--- config.mk ---
export PLATFORM = sky130hd
export DESIGN_NAME = process_state_scheduler
export DESIGN_NICKNAME = d
export VERILOG_FILES = /design/src/rtl/core/pss_pkg.sv /design/src/rtl/core/pss_scan.sv /design/src/rtl/core/process_state_scheduler.sv
export SDC_FILE = /design/constraint.sdc
export NUM_CORES = 2
export LEC_CHECK = 0
export ABC_AREA = 1
export BUFFER_PORTS_ARGS = -buffer_cell sky130_fd_sc_hd__buf_2
export CAP_MARGIN = 20
export CORE_ASPECT_RATIO = 0.7
export CORE_MARGIN = 8
export CORE_UTILIZATION = 50
export CTS_CLUSTER_SIZE = 30
export DETAILED_ROUTE_END_ITERATION = 7
export PLACE_DENSITY = 0.67
export SKIP_CTS_REPAIR_TIMING = 1
export SLEW_MARGIN = 20
export SYNTH_ARGS = -nofsm -noshare
export SYNTH_HDL_FRONTEND = slang
export SYNTH_SLANG_ARGS = --single-unit
--- constraint.sdc ---
create_clock -name clock -period 5.5 [get_ports clock]
set_clock_uncertainty 0.05 [all_clocks]
set_input_delay 0.275 -clock clock [delete_from_list [all_inputs] [get_ports clock]]
set_output_delay 0.275 -clock clock [all_outputs]
set_load 0.02 [all_outputs]
--- src/rtl/core/pss_pkg.sv ---
// package for the process state scheduler: sizes, codes and shared types
package pss_pkg;

   localparam int MaxProcs  = 16;
   localparam int SlotW     = $clog2(MaxProcs);
   localparam int CountW    = $clog2(MaxProcs + 1);

   typedef enum logic [2:0] {
      REQ_CREATE  = 3'd0,
      REQ_TICK    = 3'd1,
      REQ_BLOCK   = 3'd2,
      REQ_UNBLOCK = 3'd3,
      REQ_DONE    = 3'd4
   } req_code_type;

   typedef enum logic [2:0] {
      STAT_OK         = 3'd0,
      STAT_NO_READY   = 3'd1,
      STAT_NO_RUNNING = 3'd2,
      STAT_NO_MATCH   = 3'd3,
      STAT_TABLE_FULL = 3'd4
   } status_code_type;

   typedef enum logic [1:0] {
      SLOT_FREE    = 2'd0,
      SLOT_READY   = 2'd1,
      SLOT_RUNNING = 2'd2,
      SLOT_BLOCKED = 2'd3
   } slot_state_type;

   // search request from the sequencer to the slot scanner
   typedef struct packed {
      logic        start;
      logic        find_free;
      logic [15:0] event_id;
      logic [15:0] block_seq;
   } scan_req_type;

   typedef struct packed {
      logic             done;
      logic             found;
      logic [SlotW-1:0] slot;
   } scan_rsp_type;

endpackage

--- src/rtl/core/pss_scan.sv ---
// slot scanner: walks the slot table one entry a cycle with one shared age compare
module pss_scan
   import pss_pkg::*;
(
   input  logic                                clock,
   input  logic                                reset,
   input  scan_req_type                        scan_req,
   input  slot_state_type [MaxProcs-1:0]       slot_state,
   output logic [SlotW-1:0]                    rd_slot,
   input  logic [15:0]                         rd_event,
   input  logic [15:0]                         rd_stamp,
   output scan_rsp_type                        scan_rsp
);

   logic              busy_ff, busy_in;
   logic [SlotW-1:0]  idx_ff, idx_in;
   logic              found_ff, found_in;
   logic [SlotW-1:0]  best_ff, best_in;
   logic [15:0]       age_ff, age_in;
   logic              free_mode_ff, free_mode_in;
   logic [15:0]       ev_ff, ev_in, seq_ff, seq_in;
   logic              last;
   logic              hit;
   logic [15:0]       age;

   // the table read is registered, so address it with the index of the next cycle
   assign rd_slot = idx_in;
   assign last    = (idx_ff == SlotW'(MaxProcs - 1));
   assign age     = seq_ff - rd_stamp;

   always_comb begin
      if (free_mode_ff) begin
         hit = (slot_state[idx_ff] == SLOT_FREE);
      end else begin
         hit = (slot_state[idx_ff] == SLOT_BLOCKED) && (rd_event == ev_ff);
      end
   end

   always_comb begin
      busy_in      = busy_ff;
      idx_in       = idx_ff;
      found_in     = found_ff;
      best_in      = best_ff;
      age_in       = age_ff;
      free_mode_in = free_mode_ff;
      ev_in        = ev_ff;
      seq_in       = seq_ff;
      scan_rsp     = '{done: 1'b0, found: found_ff, slot: best_ff};
      if (scan_req.start && !busy_ff) begin
         busy_in      = 1'b1;
         idx_in       = '0;
         found_in     = 1'b0;
         free_mode_in = scan_req.find_free;
         ev_in        = scan_req.event_id;
         seq_in       = scan_req.block_seq;
      end else if (busy_ff) begin
         // free search keeps the first hit, unblock keeps the strictly younger one
         if (hit && (!found_ff || (!free_mode_ff && age < age_ff))) begin
            found_in = 1'b1;
            best_in  = idx_ff;
            age_in   = age;
         end
         idx_in = idx_ff + 1'b1;
         if (last) begin
            busy_in  = 1'b0;
            scan_rsp = '{done: 1'b1, found: found_in, slot: best_in};
         end
      end
   end

   always_ff @(posedge clock) begin
      if (reset) begin
         busy_ff  <= 1'b0;
         found_ff <= 1'b0;
      end else begin
         busy_ff  <= busy_in;
         found_ff <= found_in;
      end
      idx_ff       <= idx_in;
      best_ff      <= best_in;
      age_ff       <= age_in;
      free_mode_ff <= free_mode_in;
      ev_ff        <= ev_in;
      seq_ff       <= seq_in;
   end

`ifndef SYNTHESIS
   a_done_busy : assert property (@(posedge clock) disable iff (reset)
      scan_rsp.done |-> busy_ff)
      else $error("scan done while idle");
   a_done_found : assert property (@(posedge clock) disable iff (reset)
      scan_rsp.done && scan_rsp.found |-> slot_state[scan_rsp.slot] != SLOT_READY)
      else $error("scan picked a ready slot");
   a_done_end : assert property (@(posedge clock) disable iff (reset)
      scan_rsp.done |=> !busy_ff)
      else $error("scan did not stop");
`endif

endmodule

--- src/rtl/core/process_state_scheduler.sv ---
// top level of the process state scheduler: sequencer, slot table and ready queue
// sequence: create and unblock go S_READ, S_SCAN (one slot a cycle in the scanner), S_EXEC,
//   S_WRITE, then rsp_valid in S_RESP; tick, block, done and unknown requests skip S_SCAN
// throughput: one transaction at a time; req_ready is low from acceptance until the result
//   is taken
// reset: synchronous, clears slot states, queue pointers, runner, ready count and block sequence; next pid is set to 1
module process_state_scheduler
   import pss_pkg::*;
(
   input  logic        clock,
   input  logic        reset,
   input  logic        req_valid,
   output logic        req_ready,
   input  logic [2:0]  req_req_type,
   input  logic [15:0] req_event_id,
   output logic        rsp_valid,
   input  logic        rsp_ready,
   output logic [2:0]  rsp_status,
   output logic [15:0] rsp_proc_id,
   output logic [31:0] rsp_cycle_total,
   output logic        rsp_dispatched
);

   typedef enum logic [5:0] {
      S_IDLE  = 6'b000001,
      S_READ  = 6'b000010,
      S_SCAN  = 6'b000100,
      S_EXEC  = 6'b001000,
      S_WRITE = 6'b010000,
      S_RESP  = 6'b100000
   } fsm_type;

   fsm_type                     state_ff, state_in;
   slot_state_type [MaxProcs-1:0] slot_state_ff;
   logic [15:0]                 mem_pid   [MaxProcs];
   logic [31:0]                 mem_cyc   [MaxProcs];
   logic [15:0]                 mem_event [MaxProcs];
   logic [15:0]                 mem_stamp [MaxProcs];
   logic [SlotW-1:0]            fifo_mem  [MaxProcs];
   logic [SlotW-1:0]            head_ff, tail_ff;
   logic [CountW-1:0]           count_ff;
   logic                        run_valid_ff;
   logic [SlotW-1:0]            run_slot_ff;
   logic [15:0]                 next_pid_ff;
   logic [15:0]                 block_seq_ff;
   logic [2:0]                  op_ff;
   logic [15:0]                 ev_ff;
   logic [SlotW-1:0]            tgt_ff;
   logic                        disp_ff;
   logic [15:0]                 sc_event_ff, sc_stamp_ff;
   logic [SlotW-1:0]            sc_slot;
   logic [SlotW-1:0]            head_slot_ff;
   logic [2:0]                  st_ff;
   logic [15:0]                 pid_ff;
   logic [31:0]                 cyc_ff;
   scan_req_type                scan_req;
   scan_rsp_type                scan_rsp;

   assign req_ready       = state_ff == S_IDLE;
   assign rsp_valid       = state_ff == S_RESP;
   assign rsp_status      = st_ff;
   assign rsp_proc_id     = pid_ff;
   assign rsp_cycle_total = cyc_ff;
   assign rsp_dispatched  = disp_ff;

   assign scan_req = '{start: state_ff == S_READ
                          && (op_ff == REQ_CREATE || op_ff == REQ_UNBLOCK),
                       find_free: op_ff == REQ_CREATE,
                       event_id: ev_ff, block_seq: block_seq_ff};

   pss_scan u_scan (
      .clock      (clock),
      .reset      (reset),
      .scan_req   (scan_req),
      .slot_state (slot_state_ff),
      .rd_slot    (sc_slot),
      .rd_event   (sc_event_ff),
      .rd_stamp   (sc_stamp_ff),
      .scan_rsp   (scan_rsp)
   );

   // the scanner's event and stamp reads are registered ahead of its compare
   always_comb begin
      state_in = state_ff;
      case (state_ff)
         S_IDLE:  if (req_valid) state_in = S_READ;
         S_READ: begin
            if (op_ff == REQ_CREATE || op_ff == REQ_UNBLOCK) state_in = S_SCAN;
            else state_in = S_EXEC;
         end
         S_SCAN:  if (scan_rsp.done) state_in = S_EXEC;
         S_EXEC:  state_in = S_WRITE;
         S_WRITE: state_in = S_RESP;
         S_RESP:  if (rsp_ready) state_in = S_IDLE;
         default: state_in = S_IDLE;
      endcase
   end

   // table ports: event/stamp read for the scanner, ready head read for a dispatch
   always_ff @(posedge clock) begin
      sc_event_ff  <= mem_event[sc_slot];
      sc_stamp_ff  <= mem_stamp[sc_slot];
      head_slot_ff <= fifo_mem[head_ff];
   end

   always_ff @(posedge clock) begin
      if (reset) begin
         state_ff      <= S_IDLE;
         slot_state_ff <= {MaxProcs{SLOT_FREE}};
         head_ff       <= '0;
         tail_ff       <= '0;
         count_ff      <= '0;
         run_valid_ff  <= 1'b0;
         run_slot_ff   <= '0;
         next_pid_ff   <= 16'd1;
         block_seq_ff  <= '0;
      end else begin
         state_ff <= state_in;
         case (state_ff)
            S_IDLE: begin
               op_ff   <= req_req_type;
               ev_ff   <= req_event_id;
               disp_ff <= 1'b0;
               st_ff   <= STAT_OK;
               pid_ff  <= '0;
               cyc_ff  <= '0;
            end
            S_READ: tgt_ff <= run_slot_ff;
            S_SCAN: if (scan_rsp.done) tgt_ff <= scan_rsp.slot;
            S_EXEC: begin
               case (op_ff)
                  REQ_CREATE: begin
                     if (!scan_rsp.found) st_ff <= STAT_TABLE_FULL;
                  end
                  REQ_TICK: begin
                     if (!run_valid_ff) begin
                        if (count_ff == '0) begin
                           st_ff <= STAT_NO_READY;
                        end else begin
                           tgt_ff  <= head_slot_ff;
                           disp_ff <= 1'b1;
                        end
                     end
                  end
                  REQ_BLOCK, REQ_DONE: if (!run_valid_ff) st_ff <= STAT_NO_RUNNING;
                  REQ_UNBLOCK: if (!scan_rsp.found) st_ff <= STAT_NO_MATCH;
                  default: ;
               endcase
            end
            default: ;
         endcase
         // commit happens on the S_WRITE to S_RESP edge
         if (state_ff == S_WRITE && st_ff == STAT_OK) begin
            case (op_ff)
               REQ_CREATE: begin
                  mem_pid[tgt_ff]       <= next_pid_ff;
                  mem_cyc[tgt_ff]       <= '0;
                  mem_event[tgt_ff]     <= '0;
                  slot_state_ff[tgt_ff] <= SLOT_READY;
                  fifo_mem[tail_ff]     <= tgt_ff;
                  tail_ff               <= tail_ff + 1'b1;
                  count_ff              <= count_ff + 1'b1;
                  next_pid_ff <= (next_pid_ff == 16'hFFFF) ? 16'd1 : next_pid_ff + 16'd1;
                  pid_ff                <= next_pid_ff;
               end
               REQ_TICK: begin
                  if (disp_ff) begin
                     head_ff      <= head_ff + 1'b1;
                     count_ff     <= count_ff - 1'b1;
                     run_slot_ff  <= tgt_ff;
                     run_valid_ff <= 1'b1;
                     slot_state_ff[tgt_ff] <= SLOT_RUNNING;
                  end
                  pid_ff <= mem_pid[tgt_ff];
                  cyc_ff <= (mem_cyc[tgt_ff] == '1) ? mem_cyc[tgt_ff]
                                                    : mem_cyc[tgt_ff] + 32'd1;
                  mem_cyc[tgt_ff] <= (mem_cyc[tgt_ff] == '1) ? mem_cyc[tgt_ff]
                                                             : mem_cyc[tgt_ff] + 32'd1;
               end
               REQ_BLOCK: begin
                  mem_event[tgt_ff]     <= ev_ff;
                  mem_stamp[tgt_ff]     <= block_seq_ff;
                  block_seq_ff          <= block_seq_ff + 16'd1;
                  slot_state_ff[tgt_ff] <= SLOT_BLOCKED;
                  run_valid_ff          <= 1'b0;
                  pid_ff                <= mem_pid[tgt_ff];
               end
               REQ_UNBLOCK: begin
                  slot_state_ff[tgt_ff] <= SLOT_READY;
                  fifo_mem[tail_ff]     <= tgt_ff;
                  tail_ff               <= tail_ff + 1'b1;
                  count_ff              <= count_ff + 1'b1;
                  pid_ff                <= mem_pid[tgt_ff];
               end
               REQ_DONE: begin
                  slot_state_ff[tgt_ff] <= SLOT_FREE;
                  run_valid_ff          <= 1'b0;
                  pid_ff                <= mem_pid[tgt_ff];
               end
               default: ;
            endcase
         end
      end
   end

`ifndef SYNTHESIS
   a_count_max : assert property (@(posedge clock) disable iff (reset)
      count_ff <= CountW'(MaxProcs))
      else $error("ready count overflow");
   a_ok_pid : assert property (@(posedge clock) disable iff (reset)
      rsp_valid && rsp_status != STAT_OK |-> rsp_proc_id == '0)
      else $error("failing transaction carries a process id");
   a_disp_tick : assert property (@(posedge clock) disable iff (reset)
      rsp_valid && rsp_dispatched |-> run_valid_ff)
      else $error("dispatch without runner");
   a_run_state : assert property (@(posedge clock) disable iff (reset)
      run_valid_ff && state_ff == S_IDLE |-> slot_state_ff[run_slot_ff] == SLOT_RUNNING)
      else $error("runner slot not running");
`endif

endmodule
# ---- Word-level counts from Yosys, hierarchy flattened
# Memories as Yosys holds them, arrays and structs flattened. A register that Yosys moved wholly into a read port is not among the register bits.
# Index checks and enable logic that the tools add are counted.
dict set report op_classes {
  n_addsub 9
  magnitude_cmp 4
  n_eq_ne 28
  muxes 71
  bitwise_logic 14
  n_reduce_logical 39
}
# op count
set ops {}
lappend ops {{32-bit 2-to-1 mux} 6}
lappend ops {{32-bit case mux with 4 select lines} 1}
lappend ops {{16-bit 2-to-1 mux} 4}
lappend ops {{4-bit 2-to-1 mux} 11}
lappend ops {{6-bit 2-to-1 mux} 6}
lappend ops {{6-bit case mux with 6 select lines} 1}
lappend ops {{16-bit by 1-bit adder with 16-bit output (second input constant)} 2}
lappend ops {{32-bit by 1-bit adder with 32-bit output (second input constant)} 1}
lappend ops {{16-bit bitwise AND} 2}
lappend ops {{32-bit bitwise AND} 1}
lappend ops {{32-bit == test (second input constant)} 1}
lappend ops {{16-bit inverter} 2}
lappend ops {{32-bit inverter} 1}
lappend ops {{16-bit OR} 2}
lappend ops {{32-bit OR} 1}
lappend ops {{16-bit case mux with 2 select lines} 1}
lappend ops {{1-bit 2-to-1 mux} 25}
lappend ops {{3-bit AND reduction} 6}
lappend ops {{16-bit == test} 1}
lappend ops {{16-bit == test (second input constant)} 1}
lappend ops {{16-bit less-than comparator} 1}
lappend ops {{16-bit subtractor} 1}
lappend ops {{3-bit 2-to-1 mux} 5}
lappend ops {{3-bit != test (second input constant)} 5}
lappend ops {{45 further kinds} 77}
dict set report totals {
  regBits 222
  mem_bits_rw 1344
  inputBits 23
  out_inout_bits 54
  word_cells 209
  n_memories 5
}
# memory depth word_bits rd rd_ports_with_merged_regs write_ports line
set memory_table {}
lappend memory_table {mem_cyc 16 32 1 1 1 process_state_scheduler.sv:36} ;# logic [31:0] mem_cyc [MaxProcs];
lappend memory_table {mem_event 16 16 1 1 1 process_state_scheduler.sv:37} ;# logic [15:0] mem_event [MaxProcs];
lappend memory_table {mem_pid 16 16 1 1 1 process_state_scheduler.sv:35} ;# logic [15:0] mem_pid [MaxProcs];
lappend memory_table {mem_stamp 16 16 1 1 1 process_state_scheduler.sv:38} ;# logic [15:0] mem_stamp [MaxProcs];
lappend memory_table {fifo_mem 16 4 1 1 1 process_state_scheduler.sv:39} ;# logic [SlotW-1:0] fifo_mem [MaxProcs];

# ---- Longest topological paths before layout
dict set report logic_depth {
  depth_word 13
  ltp_mapped 25
  mapped_depth_nobuf 25
}

# ---- Hierarchy
# From an unflattened synthesis, not the netlist that was laid out.
dict set report hier_totals {
  hier_cells 5733
  hier_area_um2 67070.6
}
# mod instances cells_per_inst area_each_um2 seq_area_each_um2
set modules_own_cells {}
lappend modules_own_cells {process_state_scheduler 1 5270 63275.7 45173.3}
lappend modules_own_cells {pss_scan 1 463 3794.9 1711.6}

# ---- Worst setup path after synthesis
# No wires, ideal clock.
dict set report synth_timing {
  path_kind {register to register}
  from {register u_scan.seq_ff[2]}
  to {register u_scan.age_ff[0] (enable)}
  arrival_ns 3.636
  required_ns 5.062
  path_slack_ns 1.426
  stages_incl_launch_ff 20
  n_path_buf 0
  path_cell_list {edfxtp_1 -> ha_1 -> a21oi_1 -> nand2_1 -> a21oi_1 -> o21ai_0 -> a31oi_1 -> o21ai_0 -> nand2_1 -> nand2_1 -> a21oi_1 -> xor2_1 -> ha_1 -> a21oi_1 -> o21ai_0 -> a21oi_1 -> nand3_1 -> nand2_1 -> nand2_1 -> nor2_1}
}
dict set report synth_between {
  elab_chain_len 6
}
# item line
set synth_rtl {}
lappend synth_rtl {{from (decl)} pss_scan.sv:21} ;# logic [15:0] ev_ff, ev_in, seq_ff, seq_in;
lappend synth_rtl {{from (signal assigned)} pss_scan.sv:84} ;# seq_ff <= seq_in;
lappend synth_rtl {{16-bit subtractor} pss_scan.sv:29} ;# assign age = seq_ff - rd_stamp;
lappend synth_rtl {{named net u_scan.age[15]} pss_scan.sv:24} ;# logic [15:0] age;
lappend synth_rtl {{16-bit less-than comparator} pss_scan.sv:58} ;# if (hit && (!found_ff || (!free_mode_ff && age < age_ff))) begin
lappend synth_rtl {{1-bit logical AND} pss_scan.sv:58}
lappend synth_rtl {{1-bit logical OR} pss_scan.sv:58}
lappend synth_rtl {{1-bit logical AND} pss_scan.sv:58}
lappend synth_rtl {{3-bit AND reduction (no source line)} --}
lappend synth_rtl {{to (signal assigned)} pss_scan.sv:81} ;# age_ff <= age_in;
lappend synth_rtl {{to (decl)} pss_scan.sv:19} ;# logic [15:0] age_ff, age_in;
# The timed path passes the listed nets, and every way through them passes these cells.
# A chain may end at the register's enable or synchronous reset.

# ---- Worst setup path after layout
dict set report layout_timing {
  from {register u_scan.seq_ff[4]}
  to {register u_scan.age_ff[8] (enable)}
}
# The elaborated chain is that of the path after synthesis.

==> load_flow_metrics.sql <==
INSERT INTO impl_metrics (metric_group, metric, value, unit) VALUES
('critical_path', 'critical_path.reg2reg.startpoint', 'u_scan.seq_ff[4]$_DFFE_PP_', ''),
('synth', 'synth_cells', '5609', ''),
('pwr', 'p_seq_frac', '0.468', ''),
('synth', 'synth_top_area_cell', 'edfxtp_1', ''),
('sta', 'final.min_clock_period', '4.40', 'ns'),
('synth', 'synth.cells.most_frequent', 'edfxtp_1, nor2_1, nand2_1', ''),
('routing', 'detail_route.wirelength', '173', 'mm'),
('pwr', 'ir_worst_vdd', '0.368', 'mV'),
('layout', 'number_of_standard_cells_in_the_final_layout_excluding_fillers', '7562', ''),
('pwr', 'pwr-share-comb', '0.182', ''),
('critical_path', 'r2r-end', 'u_scan.age_ff[8]$_DFFE_PP_', ''),
('synth', 'share_of_synthesized_registers_carrying_an_async_set_or_reset', '0', ''),
('pwr', 'static_leakage', '0.0265', 'uW'),
('routing', 'post-route-drc-count', '0', ''),
('placement', 'dp.cells', '7260', ''),
('min_path', 'whs_endpoint', 'ev_ff[11]$_DFFE_PP_', ''),
('layout', 'nets', '5751', ''),
('clocking', 'clockBufferDepth', '3', ''),
('synth', 'synth.yosys.seq_area_share', '0.710', ''),
('routing', 'dr_vias', '43900', ''),
('pwr', 'switching_share', '0.292', ''),
('routing', 'wire_length_per_cell', '22.9', 'um'),
('floorplanning', 'dieArea', '144000', 'um2'),
('min_path', 'worst_hold_path.num_cells', '2', ''),
('pwr', 'internal_power', '20700', 'uW'),
('placement', 'place_ws', '1.15', 'ns'),
('synth', 'yosys.cell_types.count', '58', ''),
('clocking', 'ctsHtreeMaxLevel', '4', ''),
('min_path', 'timing.hold.worst.start', 'req_event_id[11]', ''),
('pwr', 'power.density_cell_area', '396', 'nW/um2'),
('routing', 'drt.antenna.violating_nets', '0', ''),
('floorplanning', 'initial_utilization', '0.504', ''),
('sta', 'report.final.hold_viol_count', '0', ''),
('sta', 'maxClockFrequency', '227', 'MHz'),
('synth', 'leading_cell_type_by_number_of_instances_after_synthesis', 'edfxtp_1', ''),
('placement', 'io_buffer_count', '76', ''),
('pwr', 'net_switching_component_of_the_power', '8510', 'uW'),
('grt', 'grt_antenna_before_repair', '0', ''),
('min_path', 'hp-class', 'in2reg', ''),
('run', 'cap_viol_max_count', '0', ''),
('critical_path', 'critPathArrivalTime', '4.80', 'ns'),
('sta', 'final_report_max_slew_violation_count', '0', ''),
('clocking', 'clk_pin_slew', '0.06', 'ns'),
('sta', 'min_period_over_period', '0.800', ''),
('floorplanning', 'core.rowCount', '111', ''),
('pwr', 'p_clk_frac', '0.350', ''),
('synth', 'syn-cell-area', '66100', 'um2'),
('floorplanning', 'die-width', '450', 'um'),
('synth', 'yosys_most_used_dff', 'edfxtp_1', ''),
('sta', 'timing.max_slew.rel_slack', '0.256', ''),
('grt', 'grt_max_degree', '121', ''),
('grt', 'grt-ovfl-total', '0', ''),
('critical_path', 'path_max_fanout', '16', ''),
('placement', 'place_congestion', '0.895', ''),
('synth', 'synth-seq-cells', '1606', ''),
('layout', 'post_route_cells_drive_above_1_share', '0.0984', ''),
('routing', 'dr.first_iter.drc_count', '5647', ''),
('synth', 'postSynthNetCount', '5676', ''),
('floorplanning', 'top_level_ports', '77', ''),
('clocking', 'clk-insertion-delay-late', '0.78', 'ns'),
('grt', 'first_pass_grt_wire_length', '258', 'mm'),
('synth', 'synthesis.yosys.warnings', '0', ''),
('placement', 'place.detailed.hpwl', '97.1', 'mm'),
('synth', 'netlist_top_cells_area', 'edfxtp_1, nor2_1, o21ai_0', ''),
('routing', 'drtPass1Iterations', '6', ''),
('sta', 'fin_tns_setup', '0', 'ns'),
('grt', 'track_usage', '0.232', ''),
('status', 'status', 'finished clean', ''),
('critical_path', 'worst_setup_path_end_kind', 'flop', ''),
('sta', 'final.setup.worst_slack', '1.10', 'ns'),
('floorplanning', 'floorplan.core_area', '131000', 'um2');
==> area by class of cell <==
type / instances / area [um2]
fill: 10600 / 57300
sequential: 1606 / 46900
tap: 1751 / 2190
timing repair buffer: 238 / 1800
multi-input combinational: 3303 / 16500
clock buffer: 200 / 4100
inverter: 384 / 1470
clock inverter: 80 / 711
==> state kept, by name, indices dropped and copies added (netlist names), 5 cells and up, named ones only <==
signal / cells
rsp_proc_id: 16
ev_ff: 16
slot_state_ff: 32
rsp_cycle_total: 32
u_scan.seq_ff: 16
next_pid_ff: 16
state_ff: 6
mem_pid: 256
mem_cyc: 512
block_seq_ff: 16
sc_stamp_ff: 16
u_scan.ev_ff: 16
sc_event_ff: 16
count_ff: 5
mem_stamp: 256
u_scan.age_ff: 16
fifo_mem: 64
mem_event: 256
==> per-layer routing <==
metal,global-route usage,share of wire
met5,0,0
met4,0.0653,0.026
met3,0.0368,0.092
met2,0.346,0.44
met1,0.354,0.44
==> placed cells by master, fill, tap and decap left out, drive strengths merged, types with 114 or more instances in the layout <==
| master | count |
|---|---|
| edfxtp | 1472 |
| nor2 | 860 |
| nand2 | 752 |
| o21ai | 675 |
| inv | 381 |
| nand3 | 351 |
| buf | 216 |
| clkbuf | 201 |
| dfxtp | 134 |
| o211ai | 125 |
| o22ai | 119 |
| a21oi | 114 |
==> per-stage QoR <==
stage | util | cell area, um2 | hold slack, ns | total power [uW]
3_5_place_dp | 0.524 | 68600 | 0.396 | 19100
4_1_cts | 0.561 | 73400 | -0.435 | 29200
5_1_grt | 0.562 | 73700 | 0.134 | 30300
3_3_place_gp | 0.524 | 68600 | 0.387 | 19100
2_1_floorplan | - | 66100 | 0.324 | 17500
6_report | 0.562 | 73700 | 0.154 | 29200
==> power groups by stage <==
stage	clock network, uW	registers, uW	logic [uW]
floorplan	0	13900	3660
global placement	0	13900	5150
detailed placement	0	13900	5220
CTS	10300	13700	5250
global route	10800	13700	5870
finish	10200	13700	5320
==> cell families (layout without fill, tap and decap cells) <==
family | Yosys count | count (layout) | synth area share
AO/OA/AOI/OAI | 1177 | 1177 | 0.103
XOR/XNOR | 50 | 50 | 0.00663
adder cells (fa/ha/maj) | 44 | 44 | 0.00856
buffers and inverters | 700 | 902 | 0.0450
flip-flops | 1606 | 1606 | 0.710
AND/OR/NAND/NOR | 2032 | 2032 | 0.127
==> how the worst max path moves through the flow <==
stage / start / endpoint / slack [ns]
after floorplan: u_scan.seq_ff[2]$_DFFE_PP_ / u_scan.age_ff[0]$_DFFE_PP_ / 1.43
after global placement: u_scan.seq_ff[4]$_DFFE_PP_ / u_scan.age_ff[2]$_DFFE_PP_ / 1.21
after detailed placement: u_scan.seq_ff[2]$_DFFE_PP_ / u_scan.age_ff[8]$_DFFE_PP_ / 1.15
after CTS: u_scan.seq_ff[2]$_DFFE_PP_ / u_scan.age_ff[14]$_DFFE_PP_ / 1.11
after global routing: sc_stamp_ff[2]$_DFF_P_ / u_scan.age_ff[8]$_DFFE_PP_ / 0.67
final: u_scan.seq_ff[4]$_DFFE_PP_ / u_scan.age_ff[8]$_DFFE_PP_ / 1.10
==> critical path, cell delays in order (launching register included) <==
cell,delay [ns]
edfxtp_1,0.37
ha_1,0.33
inv_1,0.09
nor3_1,0.23
a21oi_1,0.13
o21ai_0,0.26
a31oi_1,0.16
o21ai_0,0.27
nand2_1,0.08
nand2_1,0.07
a21oi_1,0.07
xor2_1,0.20
ha_1,0.28
a21oi_1,0.13
o21ai_0,0.10
a21oi_1,0.18
nand3_1,0.22
nand2_1,0.18
nand2_1,0.19
nor2_1,0.16
buf_4,0.28
No activity file was read; power rests on OpenSTA's default activity.
